### config.mk
export PLATFORM = sky130hd
export DESIGN_NAME = rtpbb_engine
export DESIGN_NICKNAME = d
export VERILOG_FILES = /design/src/hdl/rtpbb_pkg.sv /design/src/hdl/rtpbb_div.sv /design/src/hdl/rtpbb_engine.sv
export SDC_FILE = /design/constraint.sdc
export NUM_CORES = 1
export LEC_CHECK = 0
export ABC_AREA = 1
export BUFFER_PORTS_ARGS = -buffer_cell sky130_fd_sc_hd__clkbuf_2
export CAP_MARGIN = 20
export CORE_MARGIN = 3
export CORE_UTILIZATION = 60
export CTS_BUF_LIST = sky130_fd_sc_hd__clkbuf_2
export CTS_CLUSTER_DIAMETER = 100
export DETAILED_ROUTE_END_ITERATION = 6
export GPL_TIMING_DRIVEN = 1
export PLACE_DENSITY = 0.77
export SYNTH_ARGS = -nofsm -noshare
export SYNTH_HDL_FRONTEND = slang
export SYNTH_HIERARCHICAL = 1
export SYNTH_SLANG_ARGS = --single-unit
### constraint.sdc
create_clock -name clk_i -period 22.5 [get_ports clk_i]
set_clock_uncertainty 0.2 [all_clocks]
set_input_delay 4.5 -clock clk_i [delete_from_list [all_inputs] [get_ports clk_i]]
set_output_delay 4.5 -clock clk_i [all_outputs]
set_load 0.1 [all_outputs]
### src/hdl/rtpbb_pkg.sv
package rtpbb_pkg;

  localparam int unsigned LANES   = 4;
  localparam int unsigned PIX_W   = 8;
  localparam int unsigned SUM_W   = 14;
  localparam int unsigned RAD_W   = 5;
  localparam int unsigned DVS_W   = 6;
  localparam int unsigned STEP_W  = 3;
  localparam int unsigned CFG_IDX_W = 2;
  localparam int unsigned DIM_W   = 9;
  localparam int unsigned BRAD_W  = 6;

  localparam int unsigned DEF_MAX_WIDTH   = 256;
  localparam int unsigned DEF_MAX_HEIGHT  = 256;
  localparam int unsigned DEF_PASS_ROUNDS = 3;

  typedef logic [LANES-1:0][PIX_W-1:0] pixel_t;
  typedef logic [LANES-1:0][SUM_W-1:0] lane_sum_t;

  typedef enum logic [CFG_IDX_W-1:0] {
    CFG_FRAME_WIDTH  = 2'd0,
    CFG_FRAME_HEIGHT = 2'd1,
    CFG_BLUR_RADIUS  = 2'd2
  } cfg_idx_e;

  typedef enum logic {
    KIND_LOAD  = 1'b0,
    KIND_FETCH = 1'b1
  } kind_e;

endpackage

### src/hdl/rtpbb_div.sv
module rtpbb_div
  import rtpbb_pkg::*;
(
  input  logic             clk_i,
  input  logic             rst_ni,
  input  logic             start_i,
  input  lane_sum_t        dividend_i,
  input  logic [DVS_W-1:0] divisor_i,
  output pixel_t           quot_o,
  output logic             done_o
);

  // restoring division, one quotient bit per cycle; quotient known to fit 8 bits
  lane_sum_t          rem_q;
  pixel_t             quot_q;
  logic [DVS_W-1:0]   dvs_q;
  logic [STEP_W-1:0]  step_q;
  logic               busy_q;
  logic               done_q;
  logic [SUM_W-1:0]   shifted;

  assign shifted = SUM_W'(dvs_q) << step_q;

  always_ff @(posedge clk_i or negedge rst_ni) begin
    if (!rst_ni) begin
      busy_q <= 1'b0;
      done_q <= 1'b0;
      step_q <= '0;
    end else begin
      done_q <= 1'b0;
      if (start_i) begin
        busy_q <= 1'b1;
        step_q <= STEP_W'(PIX_W - 1);
      end else if (busy_q) begin
        step_q <= step_q - 1'b1;
        if (step_q == '0) begin
          busy_q <= 1'b0;
          done_q <= 1'b1;
        end
      end
    end
  end

  always_ff @(posedge clk_i) begin
    if (start_i) begin
      rem_q <= dividend_i;
      dvs_q <= divisor_i;
    end else if (busy_q) begin
      for (int c = 0; c < LANES; c++) begin
        if (rem_q[c] >= shifted) begin
          rem_q[c]  <= rem_q[c] - shifted;
          quot_q[c] <= {quot_q[c][PIX_W-2:0], 1'b1};
        end else begin
          quot_q[c] <= {quot_q[c][PIX_W-2:0], 1'b0};
        end
      end
    end
  end

  assign quot_o = quot_q;
  assign done_o = done_q;

endmodule

### src/hdl/rtpbb_engine.sv
module rtpbb_engine
  import rtpbb_pkg::*;
#(
  parameter int unsigned LW          = 9,
  parameter int unsigned AW          = 16,
  parameter int unsigned IW          = 11,
  parameter int unsigned RW          = 2,
  parameter int unsigned PASS_ROUNDS = 3
) (
  input  logic             clk_i,
  input  logic             rst_ni,
  input  logic             start_i,
  input  logic [LW-1:0]    width_i,
  input  logic [LW-1:0]    height_i,
  input  logic [RAD_W-1:0] radius_i,
  output logic             done_o,
  output logic [AW-1:0]    addr_o,
  input  pixel_t           frame_rdata_i,
  input  pixel_t           scratch_rdata_i,
  output logic             frame_we_o,
  output logic             scratch_we_o,
  output pixel_t           wdata_o
);

  typedef enum logic [9:0] {
    E_IDLE    = 10'b0000000001,
    E_LINE    = 10'b0000000010,
    E_PRE_RD  = 10'b0000000100,
    E_PRE_ACC = 10'b0000001000,
    E_DIV_GO  = 10'b0000010000,
    E_DIV     = 10'b0000100000,
    E_ADD_RD  = 10'b0001000000,
    E_ADD_ACC = 10'b0010000000,
    E_SUB_RD  = 10'b0100000000,
    E_SUB_ACC = 10'b1000000000
  } eng_state_e;

  eng_state_e             st_q, st_d;
  logic [LW-1:0]          w_q, h_q, l_q, l_d, x_q, x_d;
  logic [RAD_W-1:0]       r_q;
  logic                   dir_q, dir_d;
  logic [RW-1:0]          round_q, round_d;
  logic signed [IW-1:0]   j_q, j_d;
  lane_sum_t              sum_q, sum_d, dividend;
  logic                   done_q, done_d;

  logic [LW-1:0]          len, lines, k, mul_a, offs;
  logic signed [IW-1:0]   idx, len_s, x_s, r_s;
  logic [2*LW-1:0]        addr_full;
  pixel_t                 src_px, quot;
  logic                   div_done;

  assign len   = dir_q ? h_q : w_q;
  assign lines = dir_q ? w_q : h_q;
  assign len_s = signed'(IW'(len));
  assign x_s   = signed'(IW'(x_q));
  assign r_s   = signed'(IW'(r_q));

  always_comb begin
    case (st_q)
      E_PRE_RD: idx = j_q;
      E_ADD_RD: idx = x_s + r_s + IW'(1);
      E_SUB_RD: idx = x_s - r_s;
      default:  idx = x_s;
    endcase
    if (idx < 0) begin
      k = '0;
    end else if (idx >= len_s) begin
      k = len - 1'b1;
    end else begin
      k = idx[LW-1:0];
    end
    mul_a = dir_q ? k : l_q;
    offs  = dir_q ? l_q : k;
  end

  assign addr_full = (2*LW)'(mul_a) * (2*LW)'(w_q) + (2*LW)'(offs);
  assign addr_o    = AW'(addr_full);
  assign src_px    = dir_q ? scratch_rdata_i : frame_rdata_i;

  always_comb begin
    for (int c = 0; c < LANES; c++) begin
      dividend[c] = sum_q[c] + SUM_W'(r_q);
    end
  end

  rtpbb_div u_div (
    .clk_i      (clk_i),
    .rst_ni     (rst_ni),
    .start_i    (st_q == E_DIV_GO),
    .dividend_i (dividend),
    .divisor_i  ({r_q, 1'b1}),
    .quot_o     (quot),
    .done_o     (div_done)
  );

  assign wdata_o      = quot;
  assign frame_we_o   = (st_q == E_DIV) && div_done && dir_q;
  assign scratch_we_o = (st_q == E_DIV) && div_done && !dir_q;
  assign done_o       = done_q;

  always_comb begin
    st_d    = st_q;
    l_d     = l_q;
    x_d     = x_q;
    j_d     = j_q;
    dir_d   = dir_q;
    round_d = round_q;
    sum_d   = sum_q;
    done_d  = 1'b0;
    case (st_q)
      E_IDLE: begin
        if (start_i) begin
          l_d     = '0;
          dir_d   = 1'b0;
          round_d = '0;
          st_d    = E_LINE;
        end
      end
      E_LINE: begin
        sum_d = '0;
        j_d   = -r_s;
        st_d  = E_PRE_RD;
      end
      E_PRE_RD: st_d = E_PRE_ACC;
      E_PRE_ACC: begin
        for (int c = 0; c < LANES; c++) begin
          sum_d[c] = sum_q[c] + SUM_W'(src_px[c]);
        end
        if (j_q == r_s) begin
          x_d  = '0;
          st_d = E_DIV_GO;
        end else begin
          j_d  = j_q + IW'(1);
          st_d = E_PRE_RD;
        end
      end
      E_DIV_GO: st_d = E_DIV;
      E_DIV: begin
        if (div_done) begin
          if (x_q != len - 1'b1) begin
            st_d = E_ADD_RD;
          end else if (l_q != lines - 1'b1) begin
            l_d  = l_q + 1'b1;
            st_d = E_LINE;
          end else if (!dir_q) begin
            dir_d = 1'b1;
            l_d   = '0;
            st_d  = E_LINE;
          end else if (round_q == RW'(PASS_ROUNDS - 1)) begin
            done_d = 1'b1;
            st_d   = E_IDLE;
          end else begin
            round_d = round_q + 1'b1;
            dir_d   = 1'b0;
            l_d     = '0;
            st_d    = E_LINE;
          end
        end
      end
      E_ADD_RD: st_d = E_ADD_ACC;
      E_ADD_ACC: begin
        for (int c = 0; c < LANES; c++) begin
          sum_d[c] = sum_q[c] + SUM_W'(src_px[c]);
        end
        st_d = E_SUB_RD;
      end
      E_SUB_RD: st_d = E_SUB_ACC;
      E_SUB_ACC: begin
        for (int c = 0; c < LANES; c++) begin
          sum_d[c] = sum_q[c] - SUM_W'(src_px[c]);
        end
        x_d  = x_q + 1'b1;
        st_d = E_DIV_GO;
      end
      default: st_d = E_IDLE;
    endcase
  end

  always_ff @(posedge clk_i or negedge rst_ni) begin
    if (!rst_ni) begin
      st_q    <= E_IDLE;
      done_q  <= 1'b0;
      dir_q   <= 1'b0;
      round_q <= '0;
      l_q     <= '0;
      x_q     <= '0;
    end else begin
      st_q    <= st_d;
      done_q  <= done_d;
      dir_q   <= dir_d;
      round_q <= round_d;
      l_q     <= l_d;
      x_q     <= x_d;
    end
  end

  always_ff @(posedge clk_i) begin
    j_q   <= j_d;
    sum_q <= sum_d;
    if (start_i && st_q == E_IDLE) begin
      w_q <= width_i;
      h_q <= height_i;
      r_q <= radius_i;
    end
  end

endmodule

==> results.py, run 1 <==
metrics = {
    "run_status": {
        "outcome": "finished, final reports clean",
    },
    "setup_path": {
        "cpMostUsedCell": "nand2_1",
        "slowest_delay_ns": 0.77,
        "crit_arrival_ns": 10.31,
        "cp_data_required_time_ns": 17.80,
        "start_kind": "flip-flop",
        "cp_slowest_cell": "edfxtp_1",
        "end_kind": "output pin",
        "r2r_cells": 19,
        "crit_path_max_fanout": 12,
        "r2r_setup_slack_ns": 16.97,
        "crit_type": "reg -> out",
    },
    "yosys": {
        "synth_area_leaders": "edfxtp_1 (25%), nand2_1 (14%), ha_1 (12%)",
        "async_flop_share_pct": 16.7,
        "netlist_instances": 3057,
        "avgSynthCellArea_um2": 7.36,
        "seq_area_frac_synth_pct": 28.7,
        "synth.cell_area_mm2": 0.0225,
        "ys_ff_latch": 221,
        "ys.flop_type": "edfxtp_1",
        "yosys_warnings": 6,
        "synth_top_area_share_pct": 24.5,
        "yosysTopAreaCell": "edfxtp_1",
        "synth_edf_count": 184,
        "syn_nets": 3422,
        "synth_cell_types": 64,
    },
    "placement": {
        "hpwl_mm": 49.5,
        "placed_area_mm2": 0.0236,
        "dp_cells": 3621,
        "place.gp.congestion": 0.955,
        "io_buffers": 140,
    },
    "route": {
        "viasPerCell": 5.59,
        "initialDrtViolationCount": 1913,
        "drtPass1Iterations": 7,
        "wl_per_cell_um": 16.8,
        "wl_mm": 62.7,
        "ant_nets": 0,
        "num_vias": 20900,
        "route.detailed.drc": 0,
    },
    "floorplan": {
        "die_area_mm2": 0.0399,
        "std_cell_rows": 70,
        "num_io_pins": 141,
        "start_util_pct": 61.2,
        "core_area_mm2": 0.0368,
        "die_h_um": 200,
        "die_w_um": 200,
    },
    "global_routing": {
        "grt_pass1_wl_mm": 100,
        "antenna_found_initial": 3,
        "first_global_vias": 19800,
        "grtUsageTotal_pct": 31.6,
        "grt_max_degree": 83,
        "grt.overflow.total": 0,
    },
    "sta": {
        "period_minus_slack_ns": 15.01,
        "rsz0062_at_grt": "no",
        "whs_ns": 0.205,
        "max_freq_mhz": 66.6,
        "finalHoldViolCount": 0,
        "fin_crit_sh_pct": 66.7,
        "slew-limit-headroom_pct": 15.4,
        "worstMarginPinSlew_ns": 1.26,
        "slew_viol_final": 0,
        "setup_violations": 0,
        "finalSetupTns_ns": 0,
    },
    "clocking": {
        "cts_resized": 0,
        "cts_setup_buffers": 0,
        "clock_sinks": 221,
        "htree_levels": 2,
        "cts_root_buffer": "clkbuf_2",
        "cts_hold_buf": 0,
        "clk_latency_ns": 1.10,
        "cts_buffers": 60,
        "cts-root-to-sink-buffers": 3,
        "cts_tree": "done",
        "clk_pin_slew_ns": 0.11,
    },
    "final_layout": {
        "final_nets": 3583,
        "utilization_pct": 65.7,
        "seq_area_mm2": 0.00646,
        "fillers": 3291,
        "area_delta_synth_final_pct": 7.39,
        "drive_gt1_share_pct": 11.2,
        "final_cells": 3738,
        "multi_input_area_mm2": 0.0139,
        "layout_commonest_cell": "nand2_1",
        "design_area_mm2": 0.0242,
        "final_cell_mix": "nand2_1 (831), inv_1 (491), nor2_1 (225)",
    },
    "pwr": {
        "pwr-share-seq_pct": 36.9,
        "internal-power_uw": 818,
        "p_comb_share_pct": 44.4,
        "p_sw_share_pct": 47.2,
        "powerDensity_mw_per_mm2": 64.0,
        "p_leak_uw": 0.0125,
        "ir_worst_vdd_v": 0.000127,
        "p_clk_share_pct": 18.7,
        "p_switching_uw": 730,
    },
    "min_path": {
        "hold_depth": 0,
        "hold_class": "reg -> reg",
    },
    "run": {
        "cap_violations": 0,
    },
}
==> stage by stage <==
step                worst slack [ns]  total power (uW)
floorplan                       9.18              1060
global placement                8.88              1230
detailed placement              8.75              1250
CTS                             7.48              1550
global route                    6.70              1660
finish                          7.49              1550
==> cell usage after synthesis, types with 3 or more instances <==
cell,n
or2_1,13
clkbuf_1,21
nand3b_1,8
a221oi_1,5
o211ai_1,3
a21boi_0,4
o21ai_0,130
xnor2_1,54
nand3_2,12
nor3b_1,6
mux2i_1,15
a31oi_1,17
inv_1,491
o21ai_2,16
and2_1,4
nor3_2,7
fa_1,68
inv_2,13
nor4_1,13
o31ai_1,3
o21ai_1,21
nand3_1,207
nor2_2,10
nor2_1,227
o2111ai_1,3
nand4_1,40
buf_2,21
edfxtp_1,184
or2_2,27
a21oi_1,143
nand2_2,16
nor3_1,32
a211oi_1,5
o22ai_1,4
dfrtp_1,36
nand2_1,832
ha_1,207
buf_6,7
o21bai_1,10
xor2_1,88
o21a_1,4
==> registers in the layout (all words and copies together), names as in the netlist <==
| name | count |
|---|---|
| u_div/dvs_q | 6 |
| done_o | 1 |
| u_div/step_q | 3 |
| h_q | 9 |
| st_q | 10 |
| l_q | 9 |
| j_q | 11 |
| u_div/quot_o | 32 |
| u_div/done_o | 1 |
| round_q | 2 |
| u_div/rem_q | 56 |
| w_q | 9 |
| dir_q | 1 |
| x_q | 9 |
| sum_q | 56 |
| r_q | 5 |
| u_div/busy_q | 1 |
==> layout make-up <==
class	count	area share, %
tap	468	2.42
multi-input combinational	2274	57.4
inverter	507	7.88
clock inverter	26	0.476
sequential	221	26.7
clock buffer	84	1.74
antenna	4	0.0414
timing repair buffer	154	3.37
==> kinds of logic (layout without fill, tap and decap cells) <==
| family | Yosys count | in the layout | share of synthesized area (%) |
|---|---|---|---|
| AND/OR/NAND/NOR | 1461 | 1461 | 28.1 |
| buffers and inverters | 562 | 771 | 9.82 |
| AO/OA/AOI/OAI | 377 | 377 | 9.48 |
| adder cells (fa/ha/maj) | 275 | 275 | 17.6 |
| flip-flops | 221 | 221 | 28.7 |
| XOR/XNOR | 143 | 143 | 5.60 |
| multiplexers | 17 | 17 | 0.789 |
| other | 1 | 5 | 0.0167 |
==> worst max-delay path: cells and delay by family (launching register included) <==
kind	cells	cell delay, ns
adders and majority gates	8	3.33
buffers and inverters	8	1.21
DFF	1	0.77
and+or+nand+nor	12	1.19
xor gates and xnor gates	2	0.30
AOI/OAI and AO/OA	12	2.38
==> per-layer routing <==
| layer | GRT usage, % | wire length [um] | vias to the layer above |
|---|---|---|---|
| met3 | 5.24 | 5100 | 154 |
| met1 | 45.5 | 28600 | 9645 |
| met2 | 49.3 | 27300 | 830 |
| li1 | - | - | 10300 |
| met4 | 9.30 | 1700 | 0 |
| met5 | 0 | 0 | - |
==> worst paths after layout <==
| check | start | endpoint |
|---|---|---|
| max | r_q[4]$_DFFE_PP_ | addr_o[13] |
| min | u_div/quot_o[8]$_DFFE_PP_ | u_div/quot_o[9]$_DFFE_PP_ |
| max reg2reg | dir_q$_DFFE_PN0P_ | sum_q[12]$_SDFFCE_PN0P_ |
| min reg2reg | u_div/quot_o[8]$_DFFE_PP_ | u_div/quot_o[9]$_DFFE_PP_ |
| max in group asynchronous | rst_ni | u_div/step_q[1]$_DFFE_PN0P_ |
| min in group asynchronous | rst_ni | l_q[0]$_DFFE_PN0P_ |
==> power by group through the flow <==
stage	logic [uW]	registers (uW)	clock network, uW
6_report	687	570	290
5_1_grt	761	575	322
4_1_cts	679	569	299
3_5_place_dp	676	578	0
3_3_place_gp	659	575	0
2_1_floorplan	515	549	0
Power figures use the tool's default switching activity.
==> run 2, diff against run 1 <==
CORE_UTILIZATION = 58   (was 60)
PLACE_DENSITY = 0.78   (was 0.77)
clock period = 13.4 ns   (was 22.5 ns; I/O delays follow)
==> results.py, run 2 (synthesis gave the netlist of run 1 again) <==
metrics = {
    "setup_path": {
        "cpMostUsedCell": "nand2_1",
        "crit_arrival_ns": 9.74,
        "slowest_delay_ns": 0.60,
        "crit_path_max_fanout": 12,
        "cp_data_required_time_ns": 10.52,
        "crit_type": "reg -> out",
        "cp_slowest_cell": "edfxtp_1",
        "end_kind": "output pin",
        "start_kind": "flip-flop",
    },
    "route": {
        "wl_met2_mm": 27.5,
        "drtPass1Iterations": 5,
        "highest_layer": "met5",
        "wl_per_cell_um": 16.4,
        "viasPerCell": 5.55,
        "wl_mm": 62.3,
        "met3WireLength_mm": 5.25,
        "ant_nets": 0,
        "initialDrtViolationCount": 1791,
        "route.detailed.drc": 0,
        "wl_met1_mm": 27.5,
        "num_vias": 21100,
    },
    "final_layout": {
        "layout_commonest_cell": "nand2_1",
        "area_delta_synth_final_pct": 8.47,
        "drive_gt1_share_pct": 12.0,
        "final_cell_mix": "nand2_1 (831), inv_1 (489), clkbuf_2 (228)",
        "final_nets": 3601,
    },
    "pwr": {
        "powerDensity_mw_per_mm2": 109,
        "ir_worst_vdd_v": 0.000129,
        "p_leak_uw": 0.0126,
        "power_uw": 2650,
    },
    "clocking": {
        "cts_buffers": 61,
        "cts_tree": "done",
        "cts_root_buffer": "clkbuf_2",
        "htree_levels": 2,
        "clk_latency_ns": 1.02,
        "cts-root-to-sink-buffers": 3,
        "clk_pin_slew_ns": 0.10,
        "clock_sinks": 221,
    },
    "sta": {
        "slew_viol_final": 0,
        "finalHoldViolCount": 0,
        "rsz0062_at_grt": "no",
        "worstMarginPinSlew_ns": 1.29,
        "max_freq_mhz": 79.3,
        "period_minus_slack_ns": 12.62,
        "finalSetupTns_ns": 0,
        "fin_crit_sh_pct": 94.2,
        "setup_violations": 0,
        "slew-limit-headroom_pct": 13.2,
    },
    "floorplan": {
        "std_cell_rows": 71,
        "die_area_mm2": 0.0412,
        "start_util_pct": 59.3,
        "num_io_pins": 141,
        "die_w_um": 203,
        "die_h_um": 203,
        "core_area_mm2": 0.0379,
    },
    "run_status": {
        "outcome": "finished, final reports clean",
    },
    "min_path": {
        "hold_class": "reg -> reg",
    },
    "global_routing": {
        "grt_pass1_wl_mm": 99.8,
        "antenna_found_initial": 3,
        "grt_max_degree": 85,
        "grt.overflow.total": 0,
        "grtUsageTotal_pct": 29.9,
        "first_global_vias": 19900,
    },
    "placement": {
        "place.gp.congestion": 0.981,
        "io_buffers": 140,
        "hpwl_mm": 49.0,
    },
    "run": {
        "cap_violations": 0,
    },
}
-- run 2: cell types whose count changed in the layout (fill, tap and decap cells not counted), moves of 2 or more --
cell,previous run,this run
diode_2,4,2
bufinv_16,0,2
buf_4,12,28
clkbuf_2,224,228
clkinv_1,21,16
clkbuf_4,0,2
clkinv_2,4,6
inv_1,491,489
-- run 2: cell type report --
cell class | instances | area (um2)
Multi-Input combinational cell | 2274 | 13900
Clock inverter | 23 | 150
Clock buffer | 88 | 440
Tap cell | 511 | 639
Inverter | 507 | 1910
Timing Repair Buffer | 171 | 946
Sequential cell | 221 | 6460
Antenna cell | 2 | 5.00
Fill cell | 3367 | 13500
-- run 2: path summary, 6_finish.rpt --
| kind | startpoint | end | slack, ns | cells after the start |
|---|---|---|---|---|
| worst max-delay path | r_q[1]$_DFFE_PP_ | addr_o[15] | 0.78 | 43 |
| worst min-delay path | u_div/quot_o[10]$_DFFE_PP_ | u_div/quot_o[11]$_DFFE_PP_ | 0.25 | 0 |
| worst max register to register | dir_q$_DFFE_PN0P_ | sum_q[12]$_SDFFCE_PN0P_ | 8.50 | 16 |
| worst min register to register | u_div/quot_o[10]$_DFFE_PP_ | u_div/quot_o[11]$_DFFE_PP_ | 0.25 | 0 |
| max in group asynchronous | rst_ni | st_q[0]$_DFFE_PN1P_ | 11.21 | 2 |
| min in group asynchronous | rst_ni | done_o$_DFF_PN0_ | 1.26 | 1 |
-- run 2: power breakdown --
part / switching, uW / internal, uW
logic: 810 / 366
clock network: 311 / 217
registers: 99.1 / 849
-- run 2: what timing repair did --
action,CTS,global route
hold buffers,0,0
resized for setup,0,8
endpoints found under the setup margin,0,6
endpoints found under the hold margin,0,0
buffers inserted,0,17
-- run 2: metal layers --
| layer | global-route usage [%] | up-vias |
|---|---|---|
| met4 | 10.2 | 4 |
| li1 | - | 10300 |
| met1 | 42.3 | 9705 |
| met3 | 4.65 | 145 |
| met5 | 0 | - |
| met2 | 47.0 | 890 |
-- run 2: through the flow --
step                      util, %  hold WS [ns]  setup slack (ns)  instances  area (um2)
final                        64.4         0.250             0.784       3797       24400
after CTS                    63.9         0.265             0.158       3774       24200
after floorplan                 -         0.246              1.90       3057       22500
after detailed placement     62.3         0.240              1.33       3663       23600
after global routing         64.4         0.271            0.0182       3797       24400
after global placement       62.3         0.231              1.59       3663       23600
-- run 2: critical path: cells and delay by family (launching register included) --
| family | cells | cell delay, ns |
|---|---|---|
| fa+ha+maj | 8 | 3.49 |
| flops | 1 | 0.60 |
| compound gates | 5 | 0.89 |
| buf+inv | 8 | 1.16 |
| xor+xnor | 1 | 0.17 |
| simple gates | 21 | 2.40 |
